$ cat src/sv/u2u8_pkg.sv
// ----------------------------------------------------------------------------
// u2u8_pkg
// Shared types and constants for the UTF-16 / Latin-1 to UTF-8 transcoder.
// ----------------------------------------------------------------------------
package u2u8_pkg;

   // configuration register indexes
   localparam int CSR_INDEX_W = 2;
   localparam logic [CSR_INDEX_W-1:0] CSR_SOURCE_FORMAT      = 2'd0;
   localparam logic [CSR_INDEX_W-1:0] CSR_DEFAULT_BIG_ENDIAN = 2'd1;
   localparam logic [CSR_INDEX_W-1:0] CSR_OUTPUT_CAPACITY    = 2'd2;

   localparam int CP_W    = 21;
   localparam int LEN_W   = 3;   // 0..4 bytes of one code point
   localparam int COUNT_W = 3;   // 0..5 beats of one item

   // job queue between front and back
   localparam int Q_DEPTH = 2;
   localparam int Q_PTR_W = 1;
   localparam int Q_CNT_W = 2;

   // byte order marks
   localparam logic [7:0] BOM_FF = 8'hFF;
   localparam logic [7:0] BOM_FE = 8'hFE;

   // surrogate ranges
   localparam logic [15:0] HIGH_FIRST = 16'hD800;
   localparam logic [15:0] HIGH_LAST  = 16'hDBFF;
   localparam logic [15:0] LOW_FIRST  = 16'hDC00;
   localparam logic [15:0] LOW_LAST   = 16'hDFFF;
   localparam logic [CP_W-1:0] CP_PLANE1 = 21'h10000;

   // UTF-8 markers
   localparam logic [7:0] LEAD2     = 8'hC0;
   localparam logic [7:0] LEAD3     = 8'hE0;
   localparam logic [7:0] LEAD4     = 8'hF0;
   localparam logic [7:0] CONT_MARK = 8'h80;
   localparam logic [7:0] CONT_MASK = 8'h3F;

   // one classified item: the code point to send and whether a terminator follows
   typedef struct packed {
      logic [CP_W-1:0]  cp;
      logic [LEN_W-1:0] nbytes;
      logic             term;
   } job_type;

endpackage

$ cat src/sv/u2u8_ifs.sv
// ----------------------------------------------------------------------------
// u2u8 channel interfaces
// Valid/ready channels for source bytes, UTF-8 bytes and register writes.
// ----------------------------------------------------------------------------
interface u2u8_req_if;
   logic       valid;
   logic       ready;
   logic       has_byte;
   logic [7:0] source_byte;
   logic       end_of_string;

   modport source (output valid, has_byte, source_byte, end_of_string, input ready);
   modport sink   (input valid, has_byte, source_byte, end_of_string, output ready);
endinterface

interface u2u8_rsp_if;
   logic       valid;
   logic       ready;
   logic [7:0] utf8_byte;
   logic       is_terminator;
   logic       run_last;

   modport source (output valid, utf8_byte, is_terminator, run_last, input ready);
   modport sink   (input valid, utf8_byte, is_terminator, run_last, output ready);
endinterface

interface u2u8_csr_if #(parameter int DATA_W = 16);
   logic                               valid;
   logic                               ready;
   logic [u2u8_pkg::CSR_INDEX_W-1:0]   index;
   logic [DATA_W-1:0]                  wdata;

   modport source (output valid, index, wdata, input ready);
   modport sink   (input valid, index, wdata, output ready);
endinterface

$ cat src/sv/u2u8_front.sv
// ----------------------------------------------------------------------------
// u2u8_front
// Pairs bytes into units, handles marks and surrogates, checks the budget.
// ----------------------------------------------------------------------------
module u2u8_front #(
   parameter int CAPACITY_BITS = 16
) (
   input  logic                     clock,
   input  logic                     reset,
   input  logic                     in_fire,
   input  logic                     has_byte,
   input  logic [7:0]               source_byte,
   input  logic                     end_of_string,
   input  logic                     cfg_latin,
   input  logic                     cfg_default_be,
   input  logic [CAPACITY_BITS-1:0] cfg_capacity,
   output logic                     push,
   output u2u8_pkg::job_type        push_job
);

   logic                     stopped_ff, stopped_in;
   logic                     at_start_ff, at_start_in;
   logic                     phase_ff, phase_in;
   logic [7:0]               held_ff, held_in;
   logic                     active_be_ff, active_be_in;
   logic                     pend_valid_ff, pend_valid_in;
   logic [9:0]               pend_bits_ff, pend_bits_in;
   logic [CAPACITY_BITS-1:0] bw_ff, bw_in;

   logic                              cap_zero, mark, be, is_low, is_high, process;
   logic                              stop, enc_req, enc_ok, fits, term;
   logic [15:0]                       unit;
   logic [u2u8_pkg::CP_W-1:0]         enc_cp;
   logic [u2u8_pkg::LEN_W-1:0]        enc_len;
   logic [CAPACITY_BITS:0]            sum;

   always_comb begin
      cap_zero = (cfg_capacity == '0);
      mark = at_start_ff &&
             ((held_ff == u2u8_pkg::BOM_FF && source_byte == u2u8_pkg::BOM_FE) ||
              (held_ff == u2u8_pkg::BOM_FE && source_byte == u2u8_pkg::BOM_FF));
      be      = at_start_ff ? cfg_default_be : active_be_ff;
      unit    = be ? {held_ff, source_byte} : {source_byte, held_ff};
      is_low  = (unit >= u2u8_pkg::LOW_FIRST) && (unit <= u2u8_pkg::LOW_LAST);
      is_high = (unit >= u2u8_pkg::HIGH_FIRST) && (unit <= u2u8_pkg::HIGH_LAST);
      process = in_fire && !cap_zero && !stopped_ff && has_byte;

      stopped_in    = stopped_ff;
      at_start_in   = at_start_ff;
      phase_in      = phase_ff;
      held_in       = held_ff;
      active_be_in  = active_be_ff;
      pend_valid_in = pend_valid_ff;
      pend_bits_in  = pend_bits_ff;
      bw_in         = bw_ff;
      stop          = 1'b0;
      enc_req       = 1'b0;
      enc_cp        = '0;

      if (process) begin
         if (cfg_latin) begin
            at_start_in = 1'b0;
            if (source_byte == 8'd0) begin
               stop = 1'b1;
            end else begin
               enc_req = 1'b1;
               enc_cp  = {13'd0, source_byte};
            end
         end else if (!phase_ff) begin
            held_in  = source_byte;
            phase_in = 1'b1;
         end else begin
            phase_in = 1'b0;
            held_in  = 8'd0;
            if (at_start_ff) begin
               at_start_in  = 1'b0;
               active_be_in = mark ? (held_ff == u2u8_pkg::BOM_FE) : cfg_default_be;
            end
            if (!mark) begin
               pend_valid_in = is_high;
               pend_bits_in  = is_high ? unit[9:0] : 10'd0;
               if (pend_valid_ff && is_low) begin
                  enc_req = 1'b1;
                  enc_cp  = u2u8_pkg::CP_PLANE1 + {1'b0, pend_bits_ff, unit[9:0]};
               end else if (unit == 16'd0) begin
                  stop = 1'b1;
               end else if (!is_high && !is_low) begin
                  enc_req = 1'b1;
                  enc_cp  = {5'd0, unit};
               end
            end
         end
      end

      if (enc_cp < 21'h80) begin
         enc_len = 3'd1;
      end else if (enc_cp < 21'h800) begin
         enc_len = 3'd2;
      end else if (enc_cp < 21'h10000) begin
         enc_len = 3'd3;
      end else begin
         enc_len = 3'd4;
      end

      // one slot always stays free for the terminator
      sum    = {1'b0, bw_ff} + (CAPACITY_BITS+1)'(enc_len);
      fits   = sum < {1'b0, cfg_capacity};
      enc_ok = enc_req && fits;
      if (enc_req && !fits) begin
         stop = 1'b1;
      end
      if (enc_ok) begin
         bw_in = sum[CAPACITY_BITS-1:0];
      end

      term = in_fire && !cap_zero && (stop || (end_of_string && !stopped_ff));

      if (in_fire) begin
         if (stop && !end_of_string) begin
            stopped_in = 1'b1;
         end else if (end_of_string) begin
            stopped_in    = 1'b0;
            at_start_in   = 1'b1;
            phase_in      = 1'b0;
            held_in       = 8'd0;
            active_be_in  = 1'b0;
            pend_valid_in = 1'b0;
            pend_bits_in  = 10'd0;
            bw_in         = '0;
         end
      end

      push            = enc_ok || term;
      push_job.cp     = enc_cp;
      push_job.nbytes = enc_ok ? enc_len : 3'd0;
      push_job.term   = term;
   end

   always_ff @(posedge clock) begin
      if (reset) begin
         stopped_ff    <= 1'b0;
         at_start_ff   <= 1'b1;
         phase_ff      <= 1'b0;
         held_ff       <= 8'd0;
         active_be_ff  <= 1'b0;
         pend_valid_ff <= 1'b0;
         pend_bits_ff  <= 10'd0;
         bw_ff         <= '0;
      end else begin
         stopped_ff    <= stopped_in;
         at_start_ff   <= at_start_in;
         phase_ff      <= phase_in;
         held_ff       <= held_in;
         active_be_ff  <= active_be_in;
         pend_valid_ff <= pend_valid_in;
         pend_bits_ff  <= pend_bits_in;
         bw_ff         <= bw_in;
      end
   end

`ifndef SYNTHESIS
   // a stopped string stays silent until its end item
   a_stopped_silent: assert property (@(posedge clock) disable iff (reset)
      (in_fire && stopped_ff && !end_of_string) |-> !push)
      else $error("output after string stopped");

   // a counted code point always leaves the terminator slot free
   a_budget: assert property (@(posedge clock) disable iff (reset)
      enc_ok |-> (bw_in < cfg_capacity))
      else $error("byte budget overrun");
`endif

endmodule

$ cat src/sv/u2u8_queue.sv
// ----------------------------------------------------------------------------
// u2u8_queue
// Short job queue between the classifying front and the byte sender.
// ----------------------------------------------------------------------------
module u2u8_queue (
   input  logic              clock,
   input  logic              reset,
   input  logic              push,
   input  u2u8_pkg::job_type push_job,
   output logic              full,
   output logic              head_valid,
   output u2u8_pkg::job_type head_job,
   input  logic              pop
);

   u2u8_pkg::job_type                  mem_ff [u2u8_pkg::Q_DEPTH];
   logic [u2u8_pkg::Q_PTR_W-1:0]       wr_ptr_ff, rd_ptr_ff;
   logic [u2u8_pkg::Q_CNT_W-1:0]       count_ff, count_in;

   assign full       = (count_ff == u2u8_pkg::Q_CNT_W'(u2u8_pkg::Q_DEPTH));
   assign head_valid = (count_ff != '0);
   assign head_job   = mem_ff[rd_ptr_ff];

   always_comb begin
      count_in = count_ff;
      if (push && !pop) begin
         count_in = count_ff + 1'b1;
      end else if (pop && !push) begin
         count_in = count_ff - 1'b1;
      end
   end

   always_ff @(posedge clock) begin
      if (reset) begin
         wr_ptr_ff <= '0;
         rd_ptr_ff <= '0;
         count_ff  <= '0;
      end else begin
         count_ff <= count_in;
         if (push) begin
            wr_ptr_ff <= wr_ptr_ff + 1'b1;
         end
         if (pop) begin
            rd_ptr_ff <= rd_ptr_ff + 1'b1;
         end
      end
   end

   always_ff @(posedge clock) begin
      if (push) begin
         mem_ff[wr_ptr_ff] <= push_job;
      end
   end

`ifndef SYNTHESIS
   a_no_overflow: assert property (@(posedge clock) disable iff (reset)
      push |-> !full)
      else $error("job queue overflow");
`endif

endmodule

$ cat src/sv/u2u8_back.sv
// ----------------------------------------------------------------------------
// u2u8_back
// Sends each job's UTF-8 bytes and any terminator, one beat per ready cycle.
// ----------------------------------------------------------------------------
module u2u8_back (
   input  logic              clock,
   input  logic              reset,
   input  logic              head_valid,
   input  u2u8_pkg::job_type head_job,
   output logic              pop,
   output logic              out_valid,
   input  logic              out_ready,
   output logic [7:0]        out_byte,
   output logic              out_term,
   output logic              out_last
);

   logic [u2u8_pkg::COUNT_W-1:0] idx_ff, idx_in;
   logic                         valid_ff, valid_in;
   logic [7:0]                   byte_ff;
   logic                         term_ff, last_ff;

   logic [u2u8_pkg::COUNT_W-1:0] total;
   logic                         load, last, at_term;
   logic [7:0]                   cur_byte;

   function automatic logic [7:0] cont(input logic [5:0] bits);
      cont = u2u8_pkg::CONT_MARK | ({2'b00, bits} & u2u8_pkg::CONT_MASK);
   endfunction

   function automatic logic [7:0] byte_at(input logic [u2u8_pkg::CP_W-1:0] cp,
                                          input logic [u2u8_pkg::LEN_W-1:0] len,
                                          input logic [u2u8_pkg::COUNT_W-1:0] k);
      logic [7:0] r;
      r = 8'd0;
      unique case (len)
         3'd1: r = cp[7:0];
         3'd2: r = (k == 3'd0) ? (u2u8_pkg::LEAD2 | {3'b000, cp[10:6]}) : cont(cp[5:0]);
         3'd3: begin
            unique case (k)
               3'd0:    r = u2u8_pkg::LEAD3 | {4'b0000, cp[15:12]};
               3'd1:    r = cont(cp[11:6]);
               default: r = cont(cp[5:0]);
            endcase
         end
         3'd4: begin
            unique case (k)
               3'd0:    r = u2u8_pkg::LEAD4 | {5'b00000, cp[20:18]};
               3'd1:    r = cont(cp[17:12]);
               3'd2:    r = cont(cp[11:6]);
               default: r = cont(cp[5:0]);
            endcase
         end
         default: r = 8'd0;
      endcase
      byte_at = r;
   endfunction

   always_comb begin
      total    = head_job.nbytes + {2'b00, head_job.term};
      load     = head_valid && (!valid_ff || out_ready);
      last     = (idx_ff == total - 1'b1);
      at_term  = (idx_ff == head_job.nbytes);
      cur_byte = at_term ? 8'd0 : byte_at(head_job.cp, head_job.nbytes, idx_ff);
      pop      = load && last;

      idx_in   = idx_ff;
      valid_in = valid_ff;
      if (load) begin
         idx_in   = last ? '0 : idx_ff + 1'b1;
         valid_in = 1'b1;
      end else if (out_ready) begin
         valid_in = 1'b0;
      end
   end

   always_ff @(posedge clock) begin
      if (reset) begin
         idx_ff   <= '0;
         valid_ff <= 1'b0;
      end else begin
         idx_ff   <= idx_in;
         valid_ff <= valid_in;
      end
   end

   always_ff @(posedge clock) begin
      if (load) begin
         byte_ff <= cur_byte;
         term_ff <= at_term;
         last_ff <= last;
      end
   end

   assign out_valid = valid_ff;
   assign out_byte  = byte_ff;
   assign out_term  = term_ff;
   assign out_last  = last_ff;

`ifndef SYNTHESIS
   a_idx_range: assert property (@(posedge clock) disable iff (reset)
      head_valid |-> (idx_ff < total))
      else $error("beat index past job end");

   a_term_last: assert property (@(posedge clock) disable iff (reset)
      (valid_ff && term_ff) |-> (last_ff && byte_ff == 8'd0))
      else $error("terminator not last beat of its item");
`endif

endmodule

$ cat src/sv/utf16_to_utf8_transcoder_top.sv
// ----------------------------------------------------------------------------
// utf16_to_utf8_transcoder_top
// Streams source string bytes (UTF-16 either order, or Latin-1) into UTF-8.
// ----------------------------------------------------------------------------
//  channel  | dir | beat payload
//  ---------+-----+--------------------------------------------------------
//  req_bus  | in  | has_byte, source_byte[7:0], end_of_string
//  rsp_bus  | out | utf8_byte[7:0], is_terminator, run_last
//  csr_bus  | in  | index[1:0], wdata[CAPACITY_BITS-1:0] (always ready)
//
//  An input beat is taken in any cycle the job queue has room; the front
//  classifies it in that same cycle. The back sends one output beat per
//  cycle while rsp_bus is ready, and an item yields at most five beats.
//  Reset (synchronous, high) restores register defaults and string state.
//  A stalled rsp_bus fills the two-entry queue, then drops req_bus ready.
// ----------------------------------------------------------------------------
module utf16_to_utf8_transcoder_top #(
   parameter int CAPACITY_BITS = 16
) (
   input  logic           clock,
   input  logic           reset,
   u2u8_req_if.sink       req_bus,
   u2u8_rsp_if.source     rsp_bus,
   u2u8_csr_if.sink       csr_bus
);

   localparam logic [CAPACITY_BITS-1:0] CAP_RESET = CAPACITY_BITS'(256);

   // configuration registers
   logic                     latin_ff;
   logic                     default_be_ff;
   logic [CAPACITY_BITS-1:0] capacity_ff;

   // front to queue
   logic              push;
   u2u8_pkg::job_type push_job;
   logic              q_full;
   logic              in_fire;

   // queue to back
   logic              head_valid;
   u2u8_pkg::job_type head_job;
   logic              pop;

   assign csr_bus.ready = 1'b1;

   always_ff @(posedge clock) begin
      if (reset) begin
         latin_ff      <= 1'b0;
         default_be_ff <= 1'b0;
         capacity_ff   <= CAP_RESET;
      end else if (csr_bus.valid) begin
         // writes past the last register are dropped
         unique case (csr_bus.index)
            u2u8_pkg::CSR_SOURCE_FORMAT:      latin_ff      <= csr_bus.wdata[0];
            u2u8_pkg::CSR_DEFAULT_BIG_ENDIAN: default_be_ff <= csr_bus.wdata[0];
            u2u8_pkg::CSR_OUTPUT_CAPACITY:    capacity_ff   <= csr_bus.wdata;
            default: ;
         endcase
      end
   end

   // the front only needs queue room; items without output still wait for it
   assign req_bus.ready = !q_full;
   assign in_fire       = req_bus.valid && !q_full;

   u2u8_front #(
      .CAPACITY_BITS(CAPACITY_BITS)
   ) u_front (
      .clock         (clock),
      .reset         (reset),
      .in_fire       (in_fire),
      .has_byte      (req_bus.has_byte),
      .source_byte   (req_bus.source_byte),
      .end_of_string (req_bus.end_of_string),
      .cfg_latin     (latin_ff),
      .cfg_default_be(default_be_ff),
      .cfg_capacity  (capacity_ff),
      .push          (push),
      .push_job      (push_job)
   );

   u2u8_queue u_queue (
      .clock     (clock),
      .reset     (reset),
      .push      (push),
      .push_job  (push_job),
      .full      (q_full),
      .head_valid(head_valid),
      .head_job  (head_job),
      .pop       (pop)
   );

   // back: one UTF-8 byte per beat from an output register
   u2u8_back u_back (
      .clock     (clock),
      .reset     (reset),
      .head_valid(head_valid),
      .head_job  (head_job),
      .pop       (pop),
      .out_valid (rsp_bus.valid),
      .out_ready (rsp_bus.ready),
      .out_byte  (rsp_bus.utf8_byte),
      .out_term  (rsp_bus.is_terminator),
      .out_last  (rsp_bus.run_last)
   );

endmodule
$ cat src/flat_wrapper.sv
// flat-port wrapper written by rule: the top's interface ports become plain ports
module utf16_to_utf8_transcoder_top_flat 
#(
   parameter int CAPACITY_BITS = 16
)
  (clock, reset, req_bus_valid, req_bus_has_byte, req_bus_source_byte, req_bus_end_of_string, req_bus_ready, rsp_bus_valid, rsp_bus_utf8_byte, rsp_bus_is_terminator, rsp_bus_run_last, rsp_bus_ready, csr_bus_valid, csr_bus_index, csr_bus_wdata, csr_bus_ready);
  u2u8_req_if req_bus_i ();
  u2u8_rsp_if rsp_bus_i ();
  u2u8_csr_if csr_bus_i ();
  input  logic clock;
  input  logic reset;
  input wire logic [$bits(req_bus_i.valid)-1:0] req_bus_valid;
  input wire logic [$bits(req_bus_i.has_byte)-1:0] req_bus_has_byte;
  input wire logic [$bits(req_bus_i.source_byte)-1:0] req_bus_source_byte;
  input wire logic [$bits(req_bus_i.end_of_string)-1:0] req_bus_end_of_string;
  output wire logic [$bits(req_bus_i.ready)-1:0] req_bus_ready;
  output wire logic [$bits(rsp_bus_i.valid)-1:0] rsp_bus_valid;
  output wire logic [$bits(rsp_bus_i.utf8_byte)-1:0] rsp_bus_utf8_byte;
  output wire logic [$bits(rsp_bus_i.is_terminator)-1:0] rsp_bus_is_terminator;
  output wire logic [$bits(rsp_bus_i.run_last)-1:0] rsp_bus_run_last;
  input wire logic [$bits(rsp_bus_i.ready)-1:0] rsp_bus_ready;
  input wire logic [$bits(csr_bus_i.valid)-1:0] csr_bus_valid;
  input wire logic [$bits(csr_bus_i.index)-1:0] csr_bus_index;
  input wire logic [$bits(csr_bus_i.wdata)-1:0] csr_bus_wdata;
  output wire logic [$bits(csr_bus_i.ready)-1:0] csr_bus_ready;
  assign req_bus_i.valid = req_bus_valid;
  assign req_bus_i.has_byte = req_bus_has_byte;
  assign req_bus_i.source_byte = req_bus_source_byte;
  assign req_bus_i.end_of_string = req_bus_end_of_string;
  assign req_bus_ready = req_bus_i.ready;
  assign rsp_bus_valid = rsp_bus_i.valid;
  assign rsp_bus_utf8_byte = rsp_bus_i.utf8_byte;
  assign rsp_bus_is_terminator = rsp_bus_i.is_terminator;
  assign rsp_bus_run_last = rsp_bus_i.run_last;
  assign rsp_bus_i.ready = rsp_bus_ready;
  assign csr_bus_i.valid = csr_bus_valid;
  assign csr_bus_i.index = csr_bus_index;
  assign csr_bus_i.wdata = csr_bus_wdata;
  assign csr_bus_ready = csr_bus_i.ready;
  utf16_to_utf8_transcoder_top #(.CAPACITY_BITS(CAPACITY_BITS)) u_core (.clock(clock), .reset(reset), .req_bus(req_bus_i), .rsp_bus(rsp_bus_i), .csr_bus(csr_bus_i));
endmodule
$ cat config.mk
export PLATFORM = sky130hd
export DESIGN_NAME = utf16_to_utf8_transcoder_top_flat
export DESIGN_NICKNAME = d
export VERILOG_FILES = /design/src/sv/u2u8_pkg.sv /design/src/sv/u2u8_ifs.sv /design/src/sv/u2u8_front.sv /design/src/sv/u2u8_queue.sv /design/src/sv/u2u8_back.sv /design/src/sv/utf16_to_utf8_transcoder_top.sv /design/src/flat_wrapper.sv
export SDC_FILE = /design/constraint.sdc
export NUM_CORES = 1
export LEC_CHECK = 0
export CORE_MARGIN = 3
export CORE_UTILIZATION = 65
export CTS_BUF_LIST = sky130_fd_sc_hd__clkbuf_8
export DETAILED_ROUTE_END_ITERATION = 7
export DONT_BUFFER_PORTS = 1
export MAX_ROUTING_LAYER = met4
export PLACE_DENSITY = 0.81
export SYNTH_ARGS = -nofsm -noshare
export SYNTH_HDL_FRONTEND = slang
export SYNTH_SLANG_ARGS = --single-unit
export TNS_END_PERCENT = 5
$ cat constraint.sdc
create_clock -name clock -period 11.2 [get_ports clock]
set_input_delay 0.56 -clock clock [delete_from_list [all_inputs] [get_ports clock]]
set_output_delay 0.56 -clock clock [all_outputs]
set_load 0.02 [all_outputs]
## After elaboration in Yosys (flattened, before gate mapping)

Memories as Yosys holds them, arrays and structs flattened. A register that Yosys moved wholly into a read port is not among the register bits.
Cells that the tools add are included.

- Flip-flop bits (word level): 75
- Memory bits (writable): 50
- Bits of input ports: 33
- Output and inout port bits: 13
- Word-level logic and storage cells: 189
- Memories: 1

- Add/subtract/negate cells: 9
- $lt $le $gt $ge: 8
- Eq/ne operators: 15
- Multiplexer cells: 90
- Reduce and logical (&&, ||, !) cells: 47

Memory list:

| name | depth | bits a word | read ports | clocked after Yosys merged registers in | wr ports | RTL line | RTL |
|---|---|---|---|---|---|---|---|
| u_core.u_queue.mem_ff | 2 | 25 | 1 | 1 | 1 | u2u8_queue.sv:16 | `u2u8_pkg::job_type mem_ff [u2u8_pkg::Q_DEPTH];` |

Operator list:

| operator | count |
|---|---|
| two-way mux 16 bit | 7 |
| two-way mux 21 bit | 5 |
| two-way mux 10 bit | 8 |
| two-way mux 8 bit | 7 |
| two-way mux 1 bit | 52 |
| == test 8 bit, second input constant | 4 |
| >= comparator 16 bit, second input constant | 2 |
| <= comparator 16 bit, second input constant | 2 |
| logical NOT 16 bit | 2 |
| case mux 8 bit (4 select lines) | 1 |
| adder 17 x 20 -> 21 bit, first input constant | 1 |
| < comparator 21 x 12 -> 1 bit, second input constant | 1 |
| < comparator 21 x 17 -> 1 bit, second input constant | 1 |
| < comparator 21 x 8 -> 1 bit, second input constant | 1 |
| case mux 7 bit (3 select lines) | 1 |
| logical AND 1 bit | 20 |
| adder 16 x 3 -> 17 bit | 1 |
| < comparator 17 x 16 -> 1 bit | 1 |
| two-way mux 3 bit | 5 |
| case mux 7 bit (2 select lines) | 1 |
| logical NOT 1 bit | 10 |
| == test 3 x 2 -> 1 bit, second input constant | 3 |
| logical NOT 8 bit | 1 |
| AND reduction 2 bit | 4 |
| 17 further kinds | 28 |

## Depth between registers and ports, before layout

- Depth after elaboration: 29
- Mapped depth: 27
- Mapped depth without buffers: 22

## Hierarchy

Synthesis repeated with hierarchy kept, for this count alone.

- Cell total of the unflattened synthesis: 758
- Area total of the unflattened synthesis: 7329.5 sq um

By module, submodules not included:

| module | instances | cells an instance | area each (sq um) | seq. area each (sq um) |
|---|---|---|---|---|
| u2u8_front | 1 | 445 | 3288.2 | 780.7 |
| u2u8_queue | 1 | 100 | 2013.2 | 1601.5 |
| u2u8_back | 1 | 131 | 1192.4 | 380.4 |
| utf16_to_utf8_transcoder_top | 1 | 82 | 835.8 | 360.3 |

## Least setup slack after synthesis

OpenSTA, ideal clock, no wires.

- Path type: input to register
- Start point: input port req_bus_source_byte[0]
- End point: memory u_core.u_queue.mem_ff[0][1] in the netlist's numbering (data pin)
- Setup time: 0.173 ns
- Arrival: 5.281 ns
- Required time: 11.027 ns
- Slack: 5.746 ns
- Cell stages on the path: 25
- Buffers on the path: 4
- Cell sequence: clkbuf_1 > nor4_1 > nand4_1 > o311a_1 > a22oi_1 > a31oi_1 > nor2b_1 > nor2_1 > ha_1 > fa_1 > a21o_1 > and4_1 > clkbuf_1 > and3_1 > clkbuf_1 > xor2_1 > ha_1 > and4_1 > nand2_1 > o211ai_1 > a31o_2 > a221oi_2 > buf_2 > nand2_1 > nor3_1

RTL lines:

| item | RTL line | RTL |
|---|---|---|
| start, declared | flat_wrapper.sv:14 | `input wire logic [$bits(req_bus_i.source_byte)-1:0] req_bus_source_byte;` |
| end, declared | u2u8_queue.sv:16 |  |

==> results.yml <==
yosys:
  synth-seq-cells: 126
  synth-main-ff-cell: "dfxtp_1"
  ys_seq_area_share_pct: 45.2
  yosysUniqueCellTypes: 67
  synth_cells: 744
  synth_fp_nets: 804
  syn_area_per_cell_um2: 9.29
  mappedNetlistArea_um2: 6910
  yosys_warnings: 0
  synth-edff-count: 60
  ys_async_sr_fraction_pct: 0
power:
  p_int_uw: 860
  p_clk_share_pct: 35.8
  ir_drop_uv: 129
  comb_power_share_pct: 19.1
  p_leak_nw: 2.61
  p_sw_share_pct: 30.3
  switching_power_uw: 374
  power_mw: 1.23
  p_per_area_nw_per_um2: 167
  seqPwrFrac_pct: 45.2
clock_tree:
  cts_root_buf: "clkbuf_8"
  clk_path_buf_depth: 2
  cts_resized: 0
  cts_num_sinks: 126
  cts_hold_buffers: 0
  cts.htree.levels: 4
  clk_latency_ns: 0.45
  numCtsBuffers: 17
  tritoncts: "done"
  clk_pin_slew_worst_paths_ns: 0.08
  postCtsSetupRepairBufs: 0
worst_setup_path:
  path_cells: "nand2b_1, nand4b_1, nor2_1, buf_4, nand2_1, o221ai_1, nor2b_1, nor2_1, ha_1, fa_1, a21o_1, and4_1, and3_1, xor2_1, ha_1, and4_1, nand2_1, o211ai_1, a31o_2, a221oi_2, nand2_1, nor3_1"
  cpMostUsedCell: "nand2_1"
  cp_data_arrival_time_ns: 6.78
  end_kind: "register"
  cp.required_ns: 11.46
  crit_family: "simple AND/OR/NAND/NOR gates"
  crit_buf_inv: 1
  slowest_delay_ns: 0.87
  cp_max_fo: 24
  cp-start-kind: "register"
  slowest_stage: "a221oi_2"
  path_class: "register to register"
routing:
  avgViaCountPerCell: 6.44
  drtIter0Drc: 509
  vias: 5620
  drc: 0
  antenna_left: 0
  drt_pass1_iterations: 5
  wl_per_cell_um: 19.2
  wirelength_um: 16700
floorplanning:
  num_rows: 37
  dieArea_um2: 11900
  fp.dieW_um: 109
  pin_count: 46
  initial_core_util_pct: 66.9
  core_area_um2: 10300
  die_h_um: 109
job:
  cap_violations: 0
final_layout:
  syn_to_final_growth_pct: 6.63
  fin_util_pct: 71.4
  nets: 784
  n_fill_cell: 822
  multiInputGateArea_um2: 3510
  antenna_cells: 0
  final_common_cell: "nand2_1"
  layout_common_cells: "nand2_1, nor2_1, a21oi_1"
  drive_gt1_share_pct: 7.19
  fin_cells: 873
  regArea_um2: 3120
placement:
  dp_cells: 841
  io_buffers: 0
  place.gp.congestion: 0.944
  hpwl_um: 12000
  dp_worst_setup_slack_ns: 4.78
timing:
  rsz0062_at_grt: "no"
  tightest_slew_ns: 1.13
  fmax_ghz: 0.153
  slew_headroom_pct: 24.9
  min_period_ns: 6.52
  setup_viol: 0
  setup-tns-final_ns: 0
  finClkSkew_ns: 0.0145
  setup_ws_ns: 4.68
  period_share_pct: 58.2
  final_hold_viol_count: 0
  slew_violations: 0
global_routing:
  groute.usage.overall_pct: 30.4
  grt_pass1_vias: 5248
  overflow: 0
  antenna_found_initial: 0
  grt_max_degree: 36
  grt_pass1_wl_um: 27100
status:
  outcome: "finished, final reports clean"
min_path:
  hold_class: "primary input to register"
-- logic make-up (layout without fill, tap and decap cells) --
kind of cell / count (synthesis) / count (layout) / share of synthesized area, %
other cells: 1 / 1 / 0.0543
simple gates: 276 / 276 / 19.1
flops: 126 / 126 / 45.2
fa+ha+maj: 27 / 27 / 5.00
mux: 43 / 43 / 6.48
compound gates: 176 / 176 / 16.4
xor+xnor: 30 / 30 / 3.80
buf+inv: 65 / 58 / 3.97
-- layer usage --
layer,wire length [um],GRT usage (%),part of all wire (%),up-vias
li1,-,-,-,2681
met4,324,9.65,1.9,0
met2,7820,46.6,47,236
met1,7370,40.8,44,2676
met3,1230,6.10,7.4,27
met5,0,-,0,-
-- cell usage after synthesis, types with 3 or more instances --
| cell | n | share of area, % |
|---|---|---|
| nand2_1 | 84 | 4.6 |
| edfxtp_1 | 60 | 26 |
| and4_1 | 4 | 0.51 |
| a22oi_1 | 5 | 0.54 |
| nor3_1 | 20 | 1.4 |
| xnor2_1 | 17 | 2.2 |
| a2bb2oi_1 | 11 | 1.4 |
| nand2b_1 | 11 | 1.0 |
| and2_1 | 5 | 0.45 |
| o21a_1 | 3 | 0.33 |
| nor2b_1 | 7 | 0.63 |
| or3_1 | 3 | 0.27 |
| nor2_1 | 80 | 4.3 |
| a21o_1 | 4 | 0.43 |
| clkbuf_1 | 34 | 1.8 |
| xor2_1 | 13 | 1.6 |
| o221ai_1 | 4 | 0.51 |
| o211ai_1 | 4 | 0.43 |
| mux2i_1 | 32 | 4.6 |
| and3_1 | 6 | 0.54 |
| nor4_1 | 10 | 0.91 |
| mux2_2 | 9 | 1.5 |
| buf_2 | 3 | 0.22 |
| or4_1 | 4 | 0.43 |
| o21ai_0 | 25 | 1.8 |
| nand3b_1 | 12 | 1.3 |
| inv_1 | 21 | 1.1 |
| buf_6 | 3 | 0.49 |
| a221oi_1 | 3 | 0.38 |
| nand3_1 | 14 | 1.0 |
| nand4_1 | 9 | 0.81 |
| ha_1 | 26 | 4.7 |
| a211oi_1 | 4 | 0.43 |
| a31oi_1 | 9 | 0.81 |
| o31ai_1 | 7 | 0.76 |
| o22ai_1 | 5 | 0.45 |
| a21oi_1 | 69 | 5.0 |
| a41o_1 | 4 | 0.58 |
| dfxtp_1 | 66 | 19 |
-- through the flow --
step / area [um2] / hold WS, ns
after floorplan: 6910 / 0.449
after detailed placement: 6920 / 0.465
after global placement: 6920 / 0.457
after CTS: 7370 / 0.159
after global routing: 7370 / 0.160
final: 7370 / 0.174
-- worst reg2reg max path, stage by stage, from the launching register on --
cell and delay, ns:
dfxtp_1 0.42, nand2b_1 0.42, nand4b_1 0.17, nor2_1 0.12
buf_4 0.27, nand2_1 0.42, o221ai_1 0.35, nor2b_1 0.21
nor2_1 0.06, ha_1 0.25, fa_1 0.41, a21o_1 0.21
and4_1 0.26, and3_1 0.28, xor2_1 0.17, ha_1 0.31
and4_1 0.23, nand2_1 0.06, o211ai_1 0.08, a31o_2 0.26
a221oi_2 0.87, nand2_1 0.23, nor3_1 0.26
-- registers in the layout, summed over array words and instances (netlist names), named ones only --
| register | flops |
|---|---|
| u_core.capacity_ff | 16 |
| u_core.default_be_ff | 1 |
| u_core.latin_ff | 1 |
| u_core.u_back.idx_ff | 3 |
| u_core.u_back.out_byte | 8 |
| u_core.u_back.out_last | 1 |
| u_core.u_back.out_term | 1 |
| u_core.u_back.out_valid | 1 |
| u_core.u_front.active_be_ff | 1 |
| u_core.u_front.at_start_ff | 1 |
| u_core.u_front.bw_ff | 16 |
| u_core.u_front.held_ff | 8 |
| u_core.u_front.pend_bits_ff | 10 |
| u_core.u_front.pend_valid_ff | 1 |
| u_core.u_front.phase_ff | 1 |
| u_core.u_front.stopped_ff | 1 |
| u_core.u_queue.count_ff | 2 |
| u_core.u_queue.mem_ff | 50 |
| u_core.u_queue.rd_ptr_ff | 1 |
| u_core.u_queue.wr_ptr_ff | 1 |
-- worst paths after layout --
path / endpoint / cells past startpoint / from / slack [ns]
worst min register to register: u_core.capacity_ff[0] / 2 / u_core.capacity_ff[0] / 0.48
worst max register to register: u_core.u_queue.mem_ff[1][2] / 22 / u_core.u_queue.count_ff[0] / 4.68
worst max-delay path: u_core.u_queue.mem_ff[1][2] / 22 / u_core.u_queue.count_ff[0] / 4.68
worst min-delay path: u_core.capacity_ff[14] / 1 / reset / 0.17
-- layout make-up --
class / count / share of cell area (%)
inverter: 22 / 1.12
sequential: 126 / 42.4
tap: 136 / 2.31
clock inverter: 13 / 2.51
timing repair buffer: 4 / 0.408
multi-input combinational: 553 / 47.7
clock buffer: 19 / 3.55
-- power groups by stage --
stage / Sequential, mW / Combinational (mW) / Clock (mW)
after floorplan: 0.560 / 0.187 / 0
after global placement: 0.566 / 0.227 / 0
after detailed placement: 0.568 / 0.231 / 0
after CTS: 0.558 / 0.234 / 0.444
after global routing: 0.562 / 0.263 / 0.463
final: 0.557 / 0.235 / 0.441
Power figures use the tool's default switching activity.
